### config.mk
export PLATFORM = sky130hd
export DESIGN_NAME = cbed_ram
export DESIGN_NICKNAME = d
export VERILOG_FILES = /design/src/sv/cbed_ram.sv
export SDC_FILE = /design/constraint.sdc
export NUM_CORES = 2
export LEC_CHECK = 0
export BUFFER_PORTS_ARGS = -buffer_cell sky130_fd_sc_hd__buf_2
export CORE_ASPECT_RATIO = 2
export CORE_MARGIN = 1.5
export CORE_UTILIZATION = 45
export CTS_BUF_LIST = sky130_fd_sc_hd__clkbuf_8 sky130_fd_sc_hd__clkbuf_16
export DETAILED_ROUTE_END_ITERATION = 10
export MAX_ROUTING_LAYER = met4
export SETUP_SLACK_MARGIN = 0.15
export SLEW_MARGIN = 20
export SYNTH_ARGS = -nofsm -noshare
export SYNTH_HDL_FRONTEND = slang
export SYNTH_SLANG_ARGS = --single-unit
### constraint.sdc
create_clock -name clk -period 4.4 [get_ports clk]
set_clock_uncertainty 0.2 [all_clocks]
set_input_delay 0.88 -clock clk [delete_from_list [all_inputs] [get_ports clk]]
set_output_delay 0.88 -clock clk [all_outputs]
set_load 0.05 [all_outputs]
### src/sv/cbed_ram.sv
// Generic single-port-write, single-port-read RAM with a registered read.
module cbed_ram #(
  parameter int WIDTH = 16,
  parameter int DEPTH = 256
) (
  input  logic                             clk,
  input  logic                             wr_en,
  input  logic [$clog2(DEPTH > 1 ? DEPTH : 2)-1:0] wr_addr,
  input  logic [WIDTH-1:0]                 wr_data,
  input  logic                             rd_en,
  input  logic [$clog2(DEPTH > 1 ? DEPTH : 2)-1:0] rd_addr,
  output logic [WIDTH-1:0]                 rd_data
);

  logic [WIDTH-1:0] mem [DEPTH];

  // Write port.
  always_ff @(posedge clk) begin
    if (wr_en) begin
      mem[wr_addr] <= wr_data;
    end
  end

  // Read port; the data holds until the next read.
  always_ff @(posedge clk) begin
    if (rd_en) begin
      rd_data <= mem[rd_addr];
    end
  end

endmodule

==> out/metrics.yaml <==
ant_nets: 0
area_growth_pct: 14.4
placed_area_um2: 170000
arrival_ns: 4.50
cts_buffer_depth: 4
final_common_cell: "edfxtp_1"
portBuffers: 50
synth_cell_types: 51
drtIter0Drc: 8179
synth.cell_area_um2: 159000
final_util_pct: 51.7
hold_class: "in -> reg"
core_area_um2: 351000
layout_common_cells: "edfxtp_1, mux4_2, buf_4"
p_int_mw: 62.1
worst_path_max_delay_cell: "o32ai_1"
layout_min_cycle_time_ns: 4.04
start_kind: "primary input"
synth_edf_count: 4112
holdWs_ns: 0.203
wl_per_cell_um: 35.8
pwr-share-comb_pct: 5.8
die_w_um: 423
syn_avg_cell_area_um2: 21.6
post_cts_resized: 0
r2r_end: "rd_data[5]"
worst-path-buf-inv: 4
ys_warn_count: 0
hold_violations: 0
tns_ns: 0
share_seq_of_total_power_pct: 54.5
antenna_found_initial: 29
io_pins: 51
clkPwrFrac_pct: 39.7
dieHeight_um: 843
insertion_delay_ns: 0.95
synthFlopType: "edfxtp_1"
drt_wl_total_mm: 468
max_freq_mhz: 248
nets: 8163
seq_area_um2: 123000
fillers: 27500
crit_chain: "buf_12 > buf_12 > buf_4 > mux4_2 > mux2_2 > a22oi_1 > buf_4 > nand2_1 > o32ai_1 > nor4_1"
gp_congestion: 0.979
grt-ovfl-total: 0
fin_cells: 13100
swShare_pct: 21.7
rsz0062_at_grt: "false"
p_leak_nw: 58.3
core.rowCount: 308
synth.net_count: 7395
holdPathStages: 1
htree_levels: 5
holdBufCountCts: 0
critPathKind: "in -> reg"
pre_cts_ws_ns: -0.589
crit_family: "compound AO/OA/AOI/OAI gates"
viasPerCell: 6.07
drtPass1Iterations: 6
drc: 0
total_power_mw: 79.3
clk_pin_slew_ns: 0.07
power_density_nw_per_um2: 436
grt_pass1_vias: 81900
dpl.hpwl_mm: 305
multiInputGateArea_um2: 33000
setup_viol: 0
fin_crit_sh_pct: 91.8
endpoint_kind: "flop"
final_layout_size_suffix_gt1_share_pct: 27.8
outcome: "complete, no violations"
cts_setup_buffers: 0
syn_inst: 7360
finalWorstSetupSlack_ns: 0.362
cts_sinks: 4112
drv_cap: 0
ys_async_sr_fraction_pct: 0
rr_worst_depth: 7
grt_pass1_wl_mm: 649
grt.total_usage_pct: 26.9
fin_area_um2: 182000
critPathMaxStageDelay_ns: 0.86
path_max_fanout: 32
tightestPinTransition_ns: 1.37
ys_seq_area_share_pct: 77.7
irDropWorstVdd_uv: 328
cts_tree: "done"
grt_max_degree: 118
worst_hold_startpoint: "wr_data[1]"
ys_seq_elements: 4112
r2r_start: "mem[10][5]"
placed_cells: 12400
min_to: "mem[228][1]"
cts_buffers: 352
dieArea_um2: 357000
r2r_slack_ns: 0.74
initial_core_util_pct: 45.2
crit_required_ns: 4.86
p_sw_mw: 17.2
vias: 79500
ctsRootBufferMaster: "clkbuf_16"
drv_slew: 0
slew_headroom_pct: 8.80
## power groups by stage
stage | sequential, mW | combinational, mW | clock (mW)
finish | 43.2 | 4.59 | 31.5
global route | 43.2 | 4.74 | 33.2
CTS | 43.2 | 4.61 | 31.9
detailed placement | 44.1 | 4.60 | 0
global placement | 44.1 | 4.51 | 0
floorplan | 44.1 | 2.13 | 0
## worst max path at each step
stage / start / endpoint / slack (ns) / cells after the start
6_report: rd_addr[0] / rd_data[8] / 0.36 / 10
5_1_grt: rd_addr[0] / rd_data[8] / 0.36 / 10
4_1_cts: rd_addr[0] / rd_data[8] / 0.42 / 10
3_5_place_dp: rd_addr[0] / rd_data[8] / -0.59 / 10
3_3_place_gp: rd_addr[0] / rd_data[2] / -1.33 / 11
2_1_floorplan: rd_addr[0] / rd_data[4] / 1.07 / 8
## cell usage after synthesis (all sizes together), types with 21 or more instances
| cell type | instances | share of area, % |
|---|---|---|
| edfxtp | 4112 | 78 |
| mux4 | 797 | 11 |
| mux2i | 565 | 3.6 |
| nor2 | 304 | 0.72 |
| o221ai | 253 | 1.4 |
| clkbuf | 230 | 0.54 |
| buf | 222 | 1.1 |
| a21oi | 175 | 0.55 |
| o22ai | 148 | 0.58 |
| nor3 | 92 | 0.29 |
| mux2 | 88 | 0.62 |
| a22oi | 43 | 0.20 |
| nand2 | 38 | 0.090 |
| o21ai | 38 | 0.12 |
| nand3 | 35 | 0.11 |
| a22o | 32 | 0.18 |
| a221oi | 28 | 0.15 |
| nand4 | 26 | 0.10 |
| o32ai | 21 | 0.12 |
## worst register-to-register path, cell delays in order, from the launching register on
cell	delay (ns)
edfxtp_1	0.39
mux4_2	0.48
mux2_2	0.27
a22oi_1	0.77
buf_4	0.23
nand2_1	0.13
o32ai_1	0.79
nor4_1	0.15
## sequential cells by signal (all words and copies together) (netlist names)
register,flops
mem,4096
rd_data,16
## routing by layer
metal | vias to the layer above | track usage, % | wire length [µm]
met3 | 908 | 3.19 | 26000
li1 | 32800 | - | -
met1 | 42700 | 28.7 | 156000
met5 | - | - | 0
met2 | 3049 | 46.4 | 246000
met4 | 0 | 18.7 | 40600
## logic make-up after synthesis
kind of cell,after synthesis,share of synthesized area [%]
flip-flops,4112,77.7
AND/OR/NAND/NOR,556,1.57
buffers and inverters,456,1.69
multiplexers,1450,15.5
AO/OA/AOI/OAI,786,3.53
## final cells by class
type	count	share of cell area (%)
Multi-Input combinational cell	2792	18.2
Inverter	4	0.0151
Clock buffer	363	5.00
Timing Repair Buffer	866	4.36
Clock inverter	264	1.26
Antenna cell	32	0.0441
Sequential cell	4112	67.9
Tap cell	4650	3.20
Note: power is estimated with default switching activity, not from simulation.
