<file path="src/sv/cbed_pkg.sv">
// Shared types and constants for the counter-based event debounce block.
package cbed_pkg;

  // Event table geometry.
  localparam int NUM_EVENTS = 256;
  localparam int EVENT_W    = 8;
  localparam int ADDR_W     = (NUM_EVENTS > 1) ? $clog2(NUM_EVENTS) : 1;

  // Word widths.
  localparam int LEVEL_W  = 16;
  localparam int LIMIT_W  = 15;
  localparam int STATUS_W = 2;
  localparam int MODE_W   = 3;
  localparam int CFG_W    = 16;
  localparam int CFG_IDX_W = 3;
  // Working width for sums of two level-sized operands and their compares.
  localparam int CALC_W   = LEVEL_W + 2;

  // Report and result status codes.
  localparam logic [STATUS_W-1:0] ST_PASSED    = 2'd0;
  localparam logic [STATUS_W-1:0] ST_FAILED    = 2'd1;
  localparam logic [STATUS_W-1:0] ST_PREPASSED = 2'd2;
  localparam logic [STATUS_W-1:0] ST_PREFAILED = 2'd3;

  // Configuration register indexes.
  localparam logic [CFG_IDX_W-1:0] REG_PASSED_THR = 3'd0;
  localparam logic [CFG_IDX_W-1:0] REG_FAILED_THR = 3'd1;
  localparam logic [CFG_IDX_W-1:0] REG_STEP_UP    = 3'd2;
  localparam logic [CFG_IDX_W-1:0] REG_STEP_DOWN  = 3'd3;
  localparam logic [CFG_IDX_W-1:0] REG_JUMP_UP    = 3'd4;
  localparam logic [CFG_IDX_W-1:0] REG_JUMP_DOWN  = 3'd5;
  localparam logic [CFG_IDX_W-1:0] REG_FDC_THR    = 3'd6;
  localparam logic [CFG_IDX_W-1:0] REG_JUMP_MODE  = 3'd7;

  // Jump mode bit positions.
  localparam int MODE_JUMP_DOWN  = 0;
  localparam int MODE_JUMP_UP    = 1;
  localparam int MODE_ONLY_LIMIT = 2;

  // Debounce parameter set shared by all events.
  typedef struct packed {
    logic signed [LEVEL_W-1:0] passed_threshold;
    logic [LIMIT_W-1:0]        failed_threshold;
    logic [LIMIT_W-1:0]        step_up;
    logic signed [LEVEL_W-1:0] step_down;
    logic signed [LEVEL_W-1:0] jump_up_value;
    logic signed [LEVEL_W-1:0] jump_down_value;
    logic signed [LEVEL_W-1:0] fdc_threshold;
    logic [MODE_W-1:0]         jump_mode;
  } cfg_t;

  // One result word.
  typedef struct packed {
    logic [STATUS_W-1:0]       status;
    logic signed [LEVEL_W-1:0] level;
    logic                      set_fdc;
    logic                      reset_fdc;
    logic                      allow_insert;
  } result_t;

endpackage

</file>
<file path="src/sv/cbed_level_calc.sv">
// Debounce level update: jump, step, limit, saturate and flag generation.
module cbed_level_calc import cbed_pkg::*; (
  input  cfg_t                      cfg,
  input  logic [STATUS_W-1:0]       report_status,
  input  logic signed [LEVEL_W-1:0] level_in,
  output result_t                   res
);

  logic signed [CALC_W-1:0] lvl;
  logic signed [CALC_W-1:0] passed;
  logic signed [CALC_W-1:0] failed;
  logic signed [CALC_W-1:0] up;
  logic signed [CALC_W-1:0] down;
  logic signed [CALC_W-1:0] jup;
  logic signed [CALC_W-1:0] jdown;
  logic signed [CALC_W-1:0] fdc;
  logic signed [CALC_W-1:0] max16;
  logic signed [CALC_W-1:0] min16;
  logic signed [CALC_W-1:0] dn_sum;
  logic signed [CALC_W-1:0] up_sum;
  logic signed [CALC_W-1:0] dn_lvl;
  logic signed [CALC_W-1:0] up_lvl;
  logic                     only_limit;
  logic                     jump_dn;
  logic                     jump_up;
  logic                     dn_hit;
  logic                     up_hit;

  // Bring every operand to one signed working width.
  assign lvl    = CALC_W'(level_in);
  assign passed = CALC_W'(cfg.passed_threshold);
  assign failed = $signed({{(CALC_W-LIMIT_W){1'b0}}, cfg.failed_threshold});
  assign up     = $signed({{(CALC_W-LIMIT_W){1'b0}}, cfg.step_up});
  assign down   = CALC_W'(cfg.step_down);
  assign jup    = CALC_W'(cfg.jump_up_value);
  assign jdown  = CALC_W'(cfg.jump_down_value);
  assign fdc    = CALC_W'(cfg.fdc_threshold);
  assign max16  = $signed({{(CALC_W-LEVEL_W+1){1'b0}}, {(LEVEL_W-1){1'b1}}});
  assign min16  = $signed({{(CALC_W-LEVEL_W+1){1'b1}}, {(LEVEL_W-1){1'b0}}});

  assign only_limit = cfg.jump_mode[MODE_ONLY_LIMIT];

  // Jump decisions, optionally only from the opposite limit.
  assign jump_dn = cfg.jump_mode[MODE_JUMP_DOWN] && (lvl > jdown) &&
                   ((lvl == failed) || !only_limit);
  assign jump_up = cfg.jump_mode[MODE_JUMP_UP] && (lvl < jup) &&
                   ((lvl == passed) || !only_limit);

  assign dn_sum = (jump_dn ? jdown : lvl) + down;
  assign up_sum = (jump_up ? jup : lvl) + up;

  // Clamp at the thresholds, then at the 16-bit range.
  assign dn_hit = (dn_sum <= passed);
  assign up_hit = (up_sum >= failed);

  always_comb begin
    dn_lvl = dn_hit ? passed : dn_sum;
    if (dn_lvl > max16) dn_lvl = max16;
    else if (dn_lvl < min16) dn_lvl = min16;
    up_lvl = up_hit ? failed : up_sum;
    if (up_lvl > max16) up_lvl = max16;
    else if (up_lvl < min16) up_lvl = min16;
  end

  // Select the outcome for the reported status.
  always_comb begin
    res.status       = report_status;
    res.level        = level_in;
    res.set_fdc      = 1'b0;
    res.reset_fdc    = 1'b0;
    res.allow_insert = 1'b0;
    case (report_status)
      ST_PREPASSED: begin
        if (lvl == passed) begin
          res.reset_fdc = 1'b1;
          res.status    = ST_PASSED;
        end else begin
          res.level = dn_lvl[LEVEL_W-1:0];
          if (dn_hit) res.status = ST_PASSED;
          res.reset_fdc = (dn_lvl < fdc);
        end
      end
      ST_PREFAILED: begin
        if (lvl == failed) begin
          res.set_fdc = 1'b1;
          res.status  = ST_FAILED;
        end else begin
          res.level = up_lvl[LEVEL_W-1:0];
          if (up_hit) res.status = ST_FAILED;
          res.set_fdc      = (up_lvl >= fdc);
          res.allow_insert = (up_lvl >= fdc) && !up_hit;
        end
      end
      ST_PASSED: begin
        res.reset_fdc = 1'b1;
        res.level     = cfg.passed_threshold;
      end
      default: begin
        res.set_fdc = 1'b1;
        res.level   = $signed({1'b0, cfg.failed_threshold});
      end
    endcase
  end

endmodule
</file>
<file path="config.mk">
export PLATFORM = sky130hd
export DESIGN_NAME = cbed_level_calc
export DESIGN_NICKNAME = d
export VERILOG_FILES = /design/src/sv/cbed_pkg.sv /design/src/sv/cbed_level_calc.sv
export SDC_FILE = /design/constraint.sdc
export NUM_CORES = 1
export LEC_CHECK = 0
export ABC_CLOCK_PERIOD_IN_PS = 36500
export BUFFER_PORTS_ARGS = -buffer_cell sky130_fd_sc_hd__buf_4
export CAP_MARGIN = 40
export CORE_MARGIN = 10
export CORE_UTILIZATION = 44
export DETAILED_ROUTE_END_ITERATION = 7
export GPL_TIMING_DRIVEN = 0
export PLACE_DENSITY_LB_ADDON = 0.12
export RECOVER_POWER = 25
export SLEW_MARGIN = 20
export SYNTH_ARGS = -nofsm -noshare
export SYNTH_HDL_FRONTEND = slang
export SYNTH_SLANG_ARGS = --single-unit
</file>
<file path="constraint.sdc">
create_clock -name vclk -period 36.5
set_clock_uncertainty 0.1 [all_clocks]
set_input_delay 5.475 -clock vclk [all_inputs]
set_output_delay 5.475 -clock vclk [all_outputs]
set_load 0.01 [all_outputs]
</file>
==> summary.md, run 1 <==
| Metric | Value |
|---|---|
| Routed Antenna Nets | 0 |
| CP top delay family | compound AO/OA/AOI/OAI gates |
| CP peak stage delay | 1670 ps |
| Ports | 152 |
| Hold depth | 3 |
| Met1 usage | between 30% and 40% |
| Area Growth Syn to Fin | 21.5% |
| Post-CTS resize count | 0 |
| Postcts setup bufs | 0 |
| Crit-path max FO | 10 |
| Syn_area_per_cell | between 7 and 8 sq um |
| Antenna violations before repair | 0 |
| Die height | roughly 140 um |
| Area leader, netlist | ha_1 |
| Setup WS pre-CTS | ~16000 ps |
| Lkg Pwr | about 0.0038 uW |
| Worst hold path type | input pin to output port |
| Max frequency | 44.8 MHz |
| Final wirelength | about 23000 um |
| Layout net count | 1246 |
| Setup ws final | 14170 ps |
| Max-Cap Viols | 1 |
| Met2 usage | a little over a third |
| Met3 usage in global routing | just over 3% |
| Starting Density | between 40% and 50% |
| Slowest CP cell | a2111oi_0 |
| Vias in the first global route | approximately 6400 |
| Share of post-route cells with drive strength above 1 | around a fifth |
| # diodes | 0 |
| Startpoint class of the critical path | input pin |
| PwrDens | between 30 and 40 nW/um^2 |
| Commonest cells after routing, fill and taps aside | buf_4, ha_1, inv_1 |
| VDD IR max | about 0.014 mV |
| Net Count, Synth | roughly 1100 |
| Setup violations, final | 0 |
| Slew @ Worst Pin | between 2000 and 2500 ps |
| Max_slew headroom | -43.7% |
| GPL Wtd Cong | ~0.95 |
| Floorplan row count | 43 |
| Post-Layout Cell Count | roughly 1200 |
| Ratio of final minimum period to clock period | just over 60% |
| Clock buffer count | 0 |
| Total power | approximately 240 uW |
| FF+latch count | 0 |
| Post-DP HPWL | 20000 um |
| Final routed DRC violation total | 0 |
| First-pass GRT wire length | roughly 36000 um |
| Number of fill cells | roughly 1400 |
| Worst hold start | report_status[0] |
| Seq. cell area | 0 sq um |
| Setup crit end kind | output port |
| Unrepaired setup endpoints after global routing | no |
| Final hold vios | 0 |
| Number of port buffers | approximately 150 |
| Sequential fraction of the synthesis area | 0% |
| Grt ovf | 0 |
| Failing checks | max-capacitance violations, max-slew violations |
| Crit path time final | 22330 ps |
| First DRT Iteration DRCs | around 520 |
| Crit path required time | 30930 ps |
| Die area | around 19000 sq um |
| Final core utilization | roughly 54% |
| GRT Util Overall | about 22% |
| Vias | roughly 6700 |
| Hold_buf cts | 0 |
| Distinct cells, synth | 66 |
| Total core area | roughly 14000 sq um |
| Worst path depth | 42 |
| Kind of critical path | input pin to output port |
| Synth Warn # | 0 |
| Bufs and invs on worst path | 7 |
| Gr busiest metal | met2 |
| Synth top area cells | ha_1, mux2_2, inv_1 |
| Post-synthesis cell count | 830 |
| Max-slew violation count | 8 |
| Status | finished, violations left |
| Crit path DAT | around 17000 ps |
| Post-DR wirelength/cell | 19.9 um |
| Synth Cell Area | 6180 sq um |
| Pin count of the biggest net entering global routing | 11 |
| Setup_tns | 0 ps |
| Yosys top cell area share | a little over a quarter |
| Die W | 139 um |
| Hold EP | res[19] |
| Placed instance count | 1159 |
| Commonest non-fill, non-tap cell in the layout | buf_4 |
| First-pass iteration count of the detailed router | 5 |
| Avg Vias per Cell | between 5 and 6 |
## final cells by class
type	count	area, sq um	area share, %
timing repair buffer	149	1110	14.8
tap	180	225	3.00
buffer	21	97.6	1.30
multi-input combinational	710	5700	75.9
inverter	99	372	4.95
## Yosys cell counts, types with 3 or more instances
cell       instances
a2111oi_0          3
a211oi_1          14
a21boi_0           7
a21o_1            32
a21oi_1           57
a221o_1            9
a31oi_1            7
and2_1             5
and4_1             3
buf_2              3
clkbuf_1          13
ha_1             132
inv_1             99
mux2_2            36
mux2_4             7
mux2i_1           31
nand2_1           38
nand2b_1          13
nand3_1           14
nand4_1           21
nor2_1            61
nor2b_1           11
nor3_1             9
nor4_1            11
o211ai_1           9
o21a_1            19
o21ai_0           46
o21bai_1           3
o22ai_1            5
o2bb2ai_1          6
o31ai_1            4
o32ai_1            3
xnor2_1           16
xor2_1            40
## worst max path at each step
stage	startpoint	end	slack [ps]
after floorplan	cfg[20]	res[1]	17470
after global placement	level_in[1]	res[1]	15990
after detailed placement	level_in[1]	res[1]	16000
after CTS	level_in[1]	res[1]	15950
after global routing	level_in[1]	res[1]	13430
final	level_in[1]	res[1]	14170
## metrics by stage
step	instance area (sq um)	hold slack [ps]
final	7510	11320
after global routing	7510	11350
after CTS	7530	11330
after detailed placement	7530	11330
after global placement	7530	11330
after floorplan	6180	10990
## per-layer routing
metal	up-vias	part of all wire [%]	routed length, um
li1	3380	-	-
met1	3037	48	11000
met2	252	44	10100
met3	26	7.0	1610
met4	0	1.5	354
met5	-	0	0
## kinds of logic after synthesis
family          after synthesis  share of synthesized area (%)
compound gates              248                           27.4
simple gates                198                           16.4
fa+ha+maj                   134                           27.4
buf+inv                     120                           7.65
mux                          74                           13.3
xor+xnor                     56                           7.93
## where the power goes
part / leakage (uW) / internal, uW / switching, uW
clock network: 0 / 0 / 0
logic: 0.00385 / 107 / 138
registers: 0 / 0 / 0
(Power assumes the default switching activity.)
==> inputs of run 2 (changes only) <==
--- a/config.mk
+++ b/config.mk
@@ -5,7 +5,7 @@
 export SDC_FILE = /design/constraint.sdc
 export NUM_CORES = 1
 export LEC_CHECK = 0
-export ABC_CLOCK_PERIOD_IN_PS = 36500
+export ABC_CLOCK_PERIOD_IN_PS = 18900
 export BUFFER_PORTS_ARGS = -buffer_cell sky130_fd_sc_hd__buf_4
 export CAP_MARGIN = 40
 export CORE_MARGIN = 10
==> constraint.sdc (replaced) <==
create_clock -name vclk -period 18.9
set_clock_uncertainty 0.1 [all_clocks]
set_input_delay 2.835 -clock vclk [all_inputs]
set_output_delay 2.835 -clock vclk [all_outputs]
set_load 0.01 [all_outputs]
==> summary.md, run 2 (same netlist as run 1, synthesis figures left out) <==
| Metric | Value |
|---|---|
| Status | finished, violations left |
| Failing checks | max-capacitance violations, max-slew violations |
| Vias | 6704 (+0.13%) |
| Pin count of the biggest net entering global routing | 11 (unchanged) |
| Worst hold path type | input pin to output port |
| Floorplan row count | 43 (unchanged) |
| Die W | 139 um (unchanged) |
| # diodes | 0 (unchanged) |
| GRT Util Overall | 22.3% (unchanged) |
| Antenna violations before repair | 0 (unchanged) |
| Max-Cap Viols | 1 (unchanged) |
| Post-CTS resize count | 0 (unchanged) |
| Grt ovf | 0 (unchanged) |
| First DRT Iteration DRCs | 529 (+1.5%) |
| Crit path DAT | 13570 ps (-3190 ps) |
| Placed instance count | 1159 (unchanged) |
| Avg Vias per Cell | 5.78 (+0.13%) |
| Kind of critical path | input pin to output port |
| Share of post-route cells with drive strength above 1 | 20.9% (+0.20 points) |
| Vias in the first global route | 6445 (unchanged) |
| Post-DR wirelength/cell | 19.9 um (about the same) |
| Seq. cell area | 0 sq um (unchanged) |
| Final hold vios | 0 (unchanged) |
| First-pass iteration count of the detailed router | 7 (+2) |
| Ports | 152 (unchanged) |
| Layout net count | 1246 (unchanged) |
| Setup_tns | 0 ps (unchanged) |
| FF+latch count | 0 (unchanged) |
| Commonest cells after routing, fill and taps aside | buf_4, ha_1, inv_1 |
| Capture point of the critical path | res[1] |
| Area Growth Syn to Fin | 21.6% (about the same) |
| First-pass GRT wire length | 35700 um (unchanged) |
| CP peak stage delay | 1670 ps (about the same) |
| Die area | 19200 sq um (unchanged) |
| Postcts setup bufs | 0 (unchanged) |
| Crit path required time | 15970 ps (-14960 ps) |
| Crit-path max FO | 10 (unchanged) |
| Routed Antenna Nets | 0 (unchanged) |
| Total power | 472 uW (+93%) |
| Slew @ Worst Pin | 2100 ps (+1.38 ps) |
| PwrDens | 62.8 nW/um^2 (+93%) |
| Setup violations, final | 0 (unchanged) |
| Setup crit end kind | output port |
| Lkg Pwr | 0.00385 uW (+0.15%) |
| Die height | 139 um (unchanged) |
| Slowest CP cell | a2111oi_0 |
| Total core area | 13800 sq um (unchanged) |
| GPL Wtd Cong | 0.949 (unchanged) |
| Hold_buf cts | 0 (unchanged) |
| Unrepaired setup endpoints after global routing | no |
| Post-Layout Cell Count | 1159 (unchanged) |
| Starting Density | 44.7% (unchanged) |
| VDD IR max | 0.0263 mV (+93%) |
| Worst Setup SP | level_in[1] |
| Startpoint class of the critical path | input pin |
| Ratio of final minimum period to clock period | around 87% |
| Clock buffer count | 0 (unchanged) |
| Number of port buffers | 149 (unchanged) |
| Max-slew violation count | 8 (unchanged) |
| Max_slew headroom | -43.8% (-0.095 points) |
| Final wirelength | 23100 um (about the same) |
| Post-DP HPWL | 20000 um (unchanged) |
| Max frequency | a little over 60 MHz |
| Crit path time final | 16500 ps |
| Final routed DRC violation total | 0 (unchanged) |
| Commonest non-fill, non-tap cell in the layout | buf_4 |
run 2: changes by cell type in the layout (fill, tap and decap cells not counted):
cell	previous run	this run
buf_2	0	2
clkbuf_1	17	15
run 2: cell type report:
class	instances	area [sq um]
fillers	1413	6310
multi-input cells	710	5700
repair buffers	149	1110
inverters	99	372
well taps	180	225
plain buffers	21	100
run 2: per-stage QoR:
stage	hold WS [ps]	setup slack, ps	cell area, sq um	util [%]
floorplan	5710	5150	6180	-
global placement	6050	3670	7530	54.4
detailed placement	6050	3680	7530	54.4
CTS	6050	3630	7530	54.4
global route	6070	1640	7520	54.4
finish	6040	2400	7520	54.4
run 2: critical path: cells and delay by family:
| kind | cells | cell delay, ps |
|---|---|---|
| AO/OA/AOI/OAI | 20 | 5460 |
| XOR/XNOR | 1 | 180 |
| adder cells (fa/ha/maj) | 5 | 1480 |
| buffers and inverters | 7 | 1840 |
| multiplexers | 3 | 1020 |
| AND/OR/NAND/NOR | 6 | 740 |
run 2: worst min-delay path by stage:
stage | from | endpoint | slack [ps] | cells past startpoint
floorplan | level_in[1] | res[4] | 5710 | 2
global placement | level_in[1] | res[4] | 6050 | 4
detailed placement | report_status[0] | res[19] | 6050 | 3
CTS | report_status[0] | res[19] | 6050 | 3
global route | level_in[1] | res[4] | 6070 | 4
finish | report_status[0] | res[19] | 6040 | 3
run 2: where the power goes:
| part | switching [uW] | internal (uW) |
|---|---|---|
| registers | 0 | 0 |
| clock network | 0 | 0 |
| logic | 266 | 206 |
run 2: routing by layer:
metal	share of wire (%)	routed length, um	GRT usage, %
met5	0	0	0
met4	1.6	366	3.05
met3	6.9	1590	3.12
met2	44	10100	35.1
met1	48	11000	32.0
