`src/sv/cbed_pkg.sv`:
```
// Shared types and constants for the counter-based event debounce block.
package cbed_pkg;

  // Event table geometry.
  localparam int NUM_EVENTS = 256;
  localparam int EVENT_W    = 8;
  localparam int ADDR_W     = (NUM_EVENTS > 1) ? $clog2(NUM_EVENTS) : 1;

  // Word widths.
  localparam int LEVEL_W  = 16;
  localparam int LIMIT_W  = 15;
  localparam int STATUS_W = 2;
  localparam int MODE_W   = 3;
  localparam int CFG_W    = 16;
  localparam int CFG_IDX_W = 3;
  // Working width for sums of two level-sized operands and their compares.
  localparam int CALC_W   = LEVEL_W + 2;

  // Report and result status codes.
  localparam logic [STATUS_W-1:0] ST_PASSED    = 2'd0;
  localparam logic [STATUS_W-1:0] ST_FAILED    = 2'd1;
  localparam logic [STATUS_W-1:0] ST_PREPASSED = 2'd2;
  localparam logic [STATUS_W-1:0] ST_PREFAILED = 2'd3;

  // Configuration register indexes.
  localparam logic [CFG_IDX_W-1:0] REG_PASSED_THR = 3'd0;
  localparam logic [CFG_IDX_W-1:0] REG_FAILED_THR = 3'd1;
  localparam logic [CFG_IDX_W-1:0] REG_STEP_UP    = 3'd2;
  localparam logic [CFG_IDX_W-1:0] REG_STEP_DOWN  = 3'd3;
  localparam logic [CFG_IDX_W-1:0] REG_JUMP_UP    = 3'd4;
  localparam logic [CFG_IDX_W-1:0] REG_JUMP_DOWN  = 3'd5;
  localparam logic [CFG_IDX_W-1:0] REG_FDC_THR    = 3'd6;
  localparam logic [CFG_IDX_W-1:0] REG_JUMP_MODE  = 3'd7;

  // Jump mode bit positions.
  localparam int MODE_JUMP_DOWN  = 0;
  localparam int MODE_JUMP_UP    = 1;
  localparam int MODE_ONLY_LIMIT = 2;

  // Debounce parameter set shared by all events.
  typedef struct packed {
    logic signed [LEVEL_W-1:0] passed_threshold;
    logic [LIMIT_W-1:0]        failed_threshold;
    logic [LIMIT_W-1:0]        step_up;
    logic signed [LEVEL_W-1:0] step_down;
    logic signed [LEVEL_W-1:0] jump_up_value;
    logic signed [LEVEL_W-1:0] jump_down_value;
    logic signed [LEVEL_W-1:0] fdc_threshold;
    logic [MODE_W-1:0]         jump_mode;
  } cfg_t;

  // One result word.
  typedef struct packed {
    logic [STATUS_W-1:0]       status;
    logic signed [LEVEL_W-1:0] level;
    logic                      set_fdc;
    logic                      reset_fdc;
    logic                      allow_insert;
  } result_t;

endpackage

```
`src/sv/cbed_cfg_regs.sv`:
```
// Configuration register file for the debounce parameter set.
module cbed_cfg_regs import cbed_pkg::*; (
  input  logic                 clk,
  input  logic                 rst,
  input  logic                 cfg_wr_en,
  input  logic [CFG_IDX_W-1:0] cfg_index,
  input  logic [CFG_W-1:0]     cfg_data,
  output cfg_t                 cfg
);

  // Each register takes the low bits of the write data it needs.
  always_ff @(posedge clk) begin
    if (rst) begin
      cfg.passed_threshold <= -16'sd128;
      cfg.failed_threshold <= 15'd127;
      cfg.step_up          <= 15'd1;
      cfg.step_down        <= -16'sd1;
      cfg.jump_up_value    <= 16'sd0;
      cfg.jump_down_value  <= 16'sd0;
      cfg.fdc_threshold    <= 16'sd127;
      cfg.jump_mode        <= 3'd0;
    end else if (cfg_wr_en) begin
      case (cfg_index)
        REG_PASSED_THR: cfg.passed_threshold <= $signed(cfg_data[LEVEL_W-1:0]);
        REG_FAILED_THR: cfg.failed_threshold <= cfg_data[LIMIT_W-1:0];
        REG_STEP_UP:    cfg.step_up          <= cfg_data[LIMIT_W-1:0];
        REG_STEP_DOWN:  cfg.step_down        <= $signed(cfg_data[LEVEL_W-1:0]);
        REG_JUMP_UP:    cfg.jump_up_value    <= $signed(cfg_data[LEVEL_W-1:0]);
        REG_JUMP_DOWN:  cfg.jump_down_value  <= $signed(cfg_data[LEVEL_W-1:0]);
        REG_FDC_THR:    cfg.fdc_threshold    <= $signed(cfg_data[LEVEL_W-1:0]);
        REG_JUMP_MODE:  cfg.jump_mode        <= cfg_data[MODE_W-1:0];
        default: ;
      endcase
    end
  end

endmodule

```
`config.mk`:
```
export PLATFORM = sky130hd
export DESIGN_NAME = cbed_cfg_regs
export DESIGN_NICKNAME = d
export VERILOG_FILES = /design/src/sv/cbed_pkg.sv /design/src/sv/cbed_cfg_regs.sv
export SDC_FILE = /design/constraint.sdc
export NUM_CORES = 1
export LEC_CHECK = 0
export BUFFER_PORTS_ARGS = -buffer_cell sky130_fd_sc_hd__buf_4
export CORE_MARGIN = 2
export CORE_UTILIZATION = 35
export CTS_CLUSTER_DIAMETER = 50
export DETAILED_ROUTE_END_ITERATION = 6
export PLACE_DENSITY = 0.68
export SYNTH_ARGS = -nofsm -noshare
export SYNTH_HDL_FRONTEND = slang
export SYNTH_SLANG_ARGS = --single-unit
export TNS_END_PERCENT = 20
```
`constraint.sdc`:
```
create_clock -name clk -period 2 [get_ports clk]
set_input_delay 0.3 -clock clk [delete_from_list [all_inputs] [get_ports clk]]
set_output_delay 0.3 -clock clk [all_outputs]
set_load 0.01 [all_outputs]
```
==> impl_results.md, run 1 <==
- Number of cell rows: 41
- Most frequent cells after synthesis: dfxtp_1 (113), mux2i_1 (113), nand2b_1 (89)
- Antenna Cells: 0
- Number of cells on the critical path: 1
- Area growth, synth to finish: 41.0%
- Ports: 135
- Max Freq: 833 MHz
- First-pass GRT wire length: 17.7 mm
- Max H-tree Level: 4
- Number of synthesized register bits: 113
- Final hold viol count: 0
- Detailed-route DRC error count: 0
- Sequential area share after synthesis: 51.0%
- Max IR drop VDD: 0.000479 V
- Clock Sinks: 113
- Non-Filler Instances: 731
- CTS tree: yes
- Cts hold-fix bufs: 0
- Gr usage total: 17.0%
- DRT Wirelength: 11.2 mm
- Largest net degree at the start of global routing: 79
- Port Buf Inserts: 134
- Drt first pass iters: 4
- Syn Nets: 436
- Crit. End Element: primary output
- Dominant cell type by area after synthesis: dfxtp_1
- Fin area: 0.00625 mm2
- Worst R2R Path Depth: 2
- Fin Setup TNS: 0 ns
- Clk root buf: clkbuf_16
- CP Class: flop to primary output
- Final ANT Viol Nets: 0
- Yosys Warn Count: 0
- Place WS: 0.493 ns
- CP required: 1.70 ns
- Arrival @ worst endpoint: 0.90 ns
- Worst Setup EP: cfg[13]
- Die height: 117 um
- Starting Density: 35.4%
- Initial antenna violation count: 0
- Layout cell share with drive strength beyond 1: 32.2%
- Worst-path fanout max: 2
- Worst rel slew slack: 56.3%
- Avg Cell Area, Syn: 10.7 um2
- Routed wire per std cell: 15.3 um
- Hold Crit Class: input pin to flop
- Netlist Area Pre-Place: 0.00443 mm2
- Slowest cell on crit path: dfxtp_1
- Slew at the pin closest to its max-slew limit: 0.655 ns
- Post-CTS Setup Bufs: 0
- Outcome: completed
- Synth top area cells: dfxtp_1 (51%), mux2i_1 (26%), nand2b_1 (13%), nor2_1 (4.7%), clkbuf_1 (1.6%)
- R2r setup slk: 1.34 ns
- Final core occ: 49.9%
- Post-layout min period: 1.20 ns
- Share of the synthesized area in the top cell type: 51.0%
- Top reg by flops: cfg
- Max Cap Viol: 0
- CP Cell Sequence: buf_4
- Max Transition Viols Final: 0
- Clock-pin transition on the worst setup and hold timing paths: 0.06 ns
- Setup WS post-layout: 0.799 ns
- Largest register FFs: 113
- Top_reg_cell synth: dfxtp_1
- Core area: 0.0125 mm2
- Syn Inst Count: 414
- Reg2reg end: cfg[55]
- Top Family by Delay on Critical Path: flip-flops
- Clock Tree Buf Depth: 2
- Die area: 0.0136 mm2
- Vias in the first global route: 3360
- Clk Latency, worst-skew pair: 0.39 ns
- Fill count: 1179
- Slowest stage delay, CP: 0.37 ns
- Worst r2r src: cfg[55]
- Pwr Density: 962 mW/mm2
- Total CTS buffers: 17
- Biggest regs: cfg x113
- P_leak: 3.08 nW
- Critical path origin: cfg[13]
- Critical path startpoint category: flop
- Post-CTS resize count: 0
- GP Congestion: 0.775
- Fin Clk Skew: 0 ns
- Final worst path period share: 60.0%
- Post-synth EDFFs: 0
- Crit path buffers/inverters: 1
- Inst Count DP: 699
- RSZ-0062 raised after global routing: false
- DP Area: 0.00560 mm2
- Die W: 117 um
- Routed vias/inst: 4.52
- Initial DRC count: 204
- Fin nets: 568
- DP Wirelength: 8.01 mm
- Via count: 3302
- Final setup vio count: 0
- GRT overflow: 0
- Asr flop ratio synth: 0%
- Distinct cells, synth: 16
==> layout by cell type (no fill, tap or decap) <==
| cell type | instances |
|---|---|
| clkbuf_16 | 17 |
| nand4bb_1 | 2 |
| nor2_1 | 56 |
| nor4bb_4 | 1 |
| nand4_1 | 1 |
| clkbuf_8 | 1 |
| dfxtp_1 | 113 |
| clkinv_4 | 2 |
| buf_12 | 1 |
| and4bb_2 | 1 |
| mux2i_1 | 113 |
| nand2b_1 | 89 |
| clkinvlp_4 | 4 |
| clkinv_2 | 3 |
| and4bb_1 | 1 |
| bufinv_16 | 5 |
| buf_4 | 145 |
| or4b_1 | 1 |
| nand4b_1 | 3 |
==> final cells by class <==
class / instances / area [um2] / area share, %
clock buffers: 18 / 439 / 7.03
flip-flops and latches: 113 / 2260 / 36.2
repair buffers: 146 / 1110 / 17.7
multi-input cells: 268 / 2010 / 32.2
clock inverters: 14 / 213 / 3.40
well taps: 172 / 215 / 3.44
==> stage by stage <==
step,hold WS (ns),power [W]
after detailed placement,0.463,0.00276
after global placement,0.462,0.00275
after floorplan,0.471,0.00259
after CTS,0.171,0.00608
after global routing,0.176,0.00623
final,0.190,0.00602
==> metal layers <==
metal / up-vias / share of wire, % / global-route usage (%)
li1: 1632 / - / -
met1: 1559 / 49 / 23.3
met2: 103 / 45 / 25.9
met3: 8 / 5.5 / 5.35
met4: 0 / 0.70 / 4.94
met5: - / 0 / 0
==> logic make-up after synthesis <==
group | count (synthesis) | share of synthesized area, %
AND/OR/NAND/NOR | 155 | 19.6
multiplexers | 113 | 25.5
flip-flops | 113 | 51.0
buffers and inverters | 33 | 3.92
==> report_power, final <==
part           total [W]  leakage, nW  switching, W  internal, W
registers        0.00233        0.916     0.0000298      0.00230
clock network    0.00330        0.308       0.00107      0.00224
logic           0.000377         1.85      0.000192     0.000186
total            0.00602         3.08       0.00129      0.00473
==> how the worst min path moves through the flow <==
stage           startpoint       end  slack, ns  depth (start not counted)
6_report       cfg_data[7]   cfg[58]       0.19                          3
5_1_grt        cfg_data[7]  cfg[104]       0.18                          3
4_1_cts        cfg_data[7]   cfg[58]       0.17                          3
3_5_place_dp       cfg[95]   cfg[95]       0.46                          2
3_3_place_gp       cfg[41]   cfg[41]       0.46                          2
2_1_floorplan  cfg_data[7]  cfg[104]       0.47                          2
Note: power is estimated with default switching activity, not from simulation.
==> run 2: changes to the inputs <==
ABC_AREA = 1   (was not set)
clock period = 1.11 ns   (was 2 ns; I/O delays follow)
==> run 2 against run 1 <==
Effect of this change:
- utilization rose by 3.6 points
- clock-buffer cell count rose by 2
- cell area rose by 3.3%
- sequential share of layout area fell by 1.2 points
- sequential power rose by 85%
- die area fell by 2.1%
- flip-flop and latch count did not move
- largest power group unchanged
- highest routed layer unchanged
==> impl_results.md, run 2 <==
- CP Class: input pin to flop (was flop to primary output)
- Post-synth EDFFs: 0 (unchanged)
- Fin nets: 781 (was 568)
- Outcome: completed (unchanged)
- Layout cell share with drive strength beyond 1: 26.8% (was 32.2%)
- Distinct cells, synth: 15 (was 16)
- Clk Latency, worst-skew pair: 0.40 ns (was 0.39 ns)
- Hold Worst Slack: 0.0223 ns (was 0.190 ns)
- Initial DRC count: 360 (was 204)
- Total CTS buffers: 17 (unchanged)
- Crit path buffers/inverters: 3 (was 1)
- Arrival @ worst endpoint: 1.38 ns (was 0.90 ns)
- CTS tree: yes (unchanged)
- Max IR drop VDD: 0.000807 V (was 0.000479 V)
- Fin area: 0.00646 mm2 (was 0.00625 mm2)
- First-pass GRT wire length: 21.8 mm (was 17.7 mm)
- Post-layout min period: 1.09 ns
- Most common cell after layout, fill and taps aside: nand2_1 (was buf_4)
- Most frequent cells after synthesis: nand2_1 (164), nor2_1 (149), dfxtp_1 (113) (was dfxtp_1 (113), mux2i_1 (113), nand2b_1 (89))
- Asr flop ratio synth: 0% (unchanged)
- Port Buf Inserts: 134 (unchanged)
- Top reg by flops: cfg (unchanged)
- Slew at the pin closest to its max-slew limit: 0.353 ns (was 0.655 ns)
- Final core occ: 53.5% (was 49.9%)
- Number of synthesized register bits: 113 (unchanged)
- Slowest stage delay, CP: 0.54 ns (was 0.37 ns)
- Initial antenna violation count: 0 (unchanged)
- Yosys Warn Count: 0 (unchanged)
- Final setup vio count: 0 (unchanged)
- Wire length on met3: 1.16 mm (was 615 um)
- GP Congestion: 0.776 (was 0.775)
- Share of the synthesized area in the top cell type: 52.1% (was 51.0%)
- Slowest cell on crit path: dlygate4sd3_1 (was dfxtp_1)
- Drt first pass iters: 5 (was 4)
- Ports: 135 (unchanged)
- DP Wirelength: 9.85 mm (was 8.01 mm)
- Vias in the first global route: 4341 (was 3360)
- Starting Density: 36.0% (was 35.4%)
- Top Family by Delay on Critical Path: buffers and inverters (was flip-flops)
- Detailed-route DRC error count: 0 (unchanged)
- Crit. End Element: flop (was primary output)
- Syn Nets: 625 (was 436)
- Most frequent cells in the layout: nand2_1 (164), buf_4 (149), nor2_1 (148), dfxtp_1 (113), nand3_1 (110) (was buf_4 (145), mux2i_1 (113), dfxtp_1 (113), nand2b_1 (89), nor2_1 (56))
- Largest net degree at the start of global routing: 42 (was 79)
- Routed vias/inst: 4.72 (was 4.52)
- Routed wire per std cell: 14.9 um (was 15.3 um)
- CP required: 1.40 ns (was 1.70 ns)
- Dominant cell type by area after synthesis: dfxtp_1 (unchanged)
- Largest register FFs: 113 (unchanged)
- Die height: 115 um (was 117 um)
- Antenna Cells: 0 (unchanged)
- Gr usage total: 21.5% (was 17.0%)
- Max Cap Viol: 0 (unchanged)
- Clk root buf: clkbuf_16 (unchanged)
- Clock-pin transition on the worst setup and hold timing paths: 0.05 ns (was 0.06 ns)
- CP Cell Sequence: dlygate4sd3_1 > buf_4 > inv_1 > nand3_1 > nand2_1 > nor2_1 (was buf_4)
- Die area: 0.0133 mm2 (was 0.0136 mm2)
- Max Freq: 918 MHz
- Final ANT Viol Nets: 0 (unchanged)
- Syn Inst Count: 603 (was 414)
- Avg Cell Area, Syn: 7.19 um2 (was 10.7 um2)
- Critical path startpoint category: input pin (was flop)
- Final hold viol count: 0 (unchanged)
- Detail Route met2 WL: 6.85 mm (was 5.05 mm)
- DP Area: 0.00573 mm2 (was 0.00560 mm2)
- Number of cell rows: 40 (was 41)
- Sequential area share after synthesis: 52.1% (was 51.0%)
- Max H-tree Level: 4 (unchanged)
- Synth top area cells: dfxtp_1 (52%), nand2_1 (14%), nor2_1 (13%), nand3_1 (13%), buf_2 (1.8%) (was dfxtp_1 (51%), mux2i_1 (26%), nand2b_1 (13%), nor2_1 (4.7%), clkbuf_1 (1.6%))
- Fin Clk Skew: 0 ns (unchanged)
- GRT overflow: 0 (unchanged)
- Via count: 4435 (was 3302)
- Die W: 115 um (was 117 um)
- Fin Setup TNS: 0 ns (unchanged)
- DRT Wirelength: 14.0 mm (was 11.2 mm)
- Area growth, synth to finish: 48.8% (was 41.0%)
- Most numerous cell in the Yosys netlist: nand2_1
- Clock Tree Buf Depth: 2 (unchanged)
- Top_reg_cell synth: dfxtp_1 (unchanged)
- Worst-path fanout max: 5 (was 2)
- Clock Sinks: 113 (unchanged)
- Biggest regs: cfg x113 (unchanged)
- Hold Crit Class: input pin to flop (unchanged)
- Pwr Density: 1720 mW/mm2 (was 962 mW/mm2)
- Highest Signal Layer: met4 (unchanged)
- Final worst path period share: 98.1%
- P_leak: 3.05 nW (was 3.08 nW)
- Netlist Area Pre-Place: 0.00434 mm2 (was 0.00443 mm2)
- Max Transition Viols Final: 0 (unchanged)
- Fill count: 1149 (was 1179)
- Worst rel slew slack: 76.4% (was 56.3%)
- RSZ-0062 raised after global routing: false (unchanged)
- Met1 wire length: 5.62 mm (was 5.45 mm)
- Core area: 0.0121 mm2 (was 0.0125 mm2)
run 2: power by group:
group          internal, W  total (W)  switching (W)
clock              0.00384    0.00567        0.00183
sequential         0.00421    0.00430      0.0000883
combinational     0.000475    0.00111       0.000632
run 2: final timing paths:
path	from	end	slack, ns	cells past startpoint
worst max-delay path	cfg_data[7]	cfg[89]	0.02	6
worst min-delay path	cfg_data[0]	cfg[82]	0.02	3
worst max register to register	cfg[49]	cfg[49]	0.48	2
worst min register to register	cfg[51]	cfg[51]	0.46	2
run 2: worst reg2reg max path: stages (launching register included):
cell,delay [ns]
dfxtp_1,0.32
nor2_1,0.13
nor2_1,0.07
run 2: kinds of logic after synthesis:
| kind of cell | count (synthesis) | share of synthesized area (%) |
|---|---|---|
| buf+inv | 55 | 5.65 |
| flops | 113 | 52.1 |
| simple gates | 435 | 42.2 |
run 2: layout make-up:
cell class	instances	area [um2]	share of cell area, %
sequential	113	2260	35.0
multi-input combinational	435	1830	28.4
inverter	22	93.8	1.45
timing repair buffer	170	1440	22.3
clock inverter	11	161	2.50
tap	168	210	3.26
clock buffer	20	457	7.07
run 2: what timing repair did:
action,4_1_cts,5_1_grt
hold endpoints to repair,16,0
setup endpoints to repair,0,7
setup buffers,0,0
hold buffers,10,0
resized for setup,0,3
run 2: stage by stage:
stage | cells | power (W) | setup slack, ns
detailed placement | 898 | 0.00545 | -0.00195
global placement | 898 | 0.00542 | 0.0588
global route | 939 | 0.0115 | 0.00421
finish | 939 | 0.0111 | 0.0209
CTS | 939 | 0.0111 | 0.0206
floorplan | 603 | 0.00489 | 0.199
run 2: routing by layer:
| layer | GRT usage, % | up-vias |
|---|---|---|
| met3 | 5.59 | 25 |
| li1 | - | 2198 |
| met2 | 36.5 | 168 |
| met4 | 10.8 | 0 |
| met1 | 25.2 | 2044 |
| met5 | 0 | - |
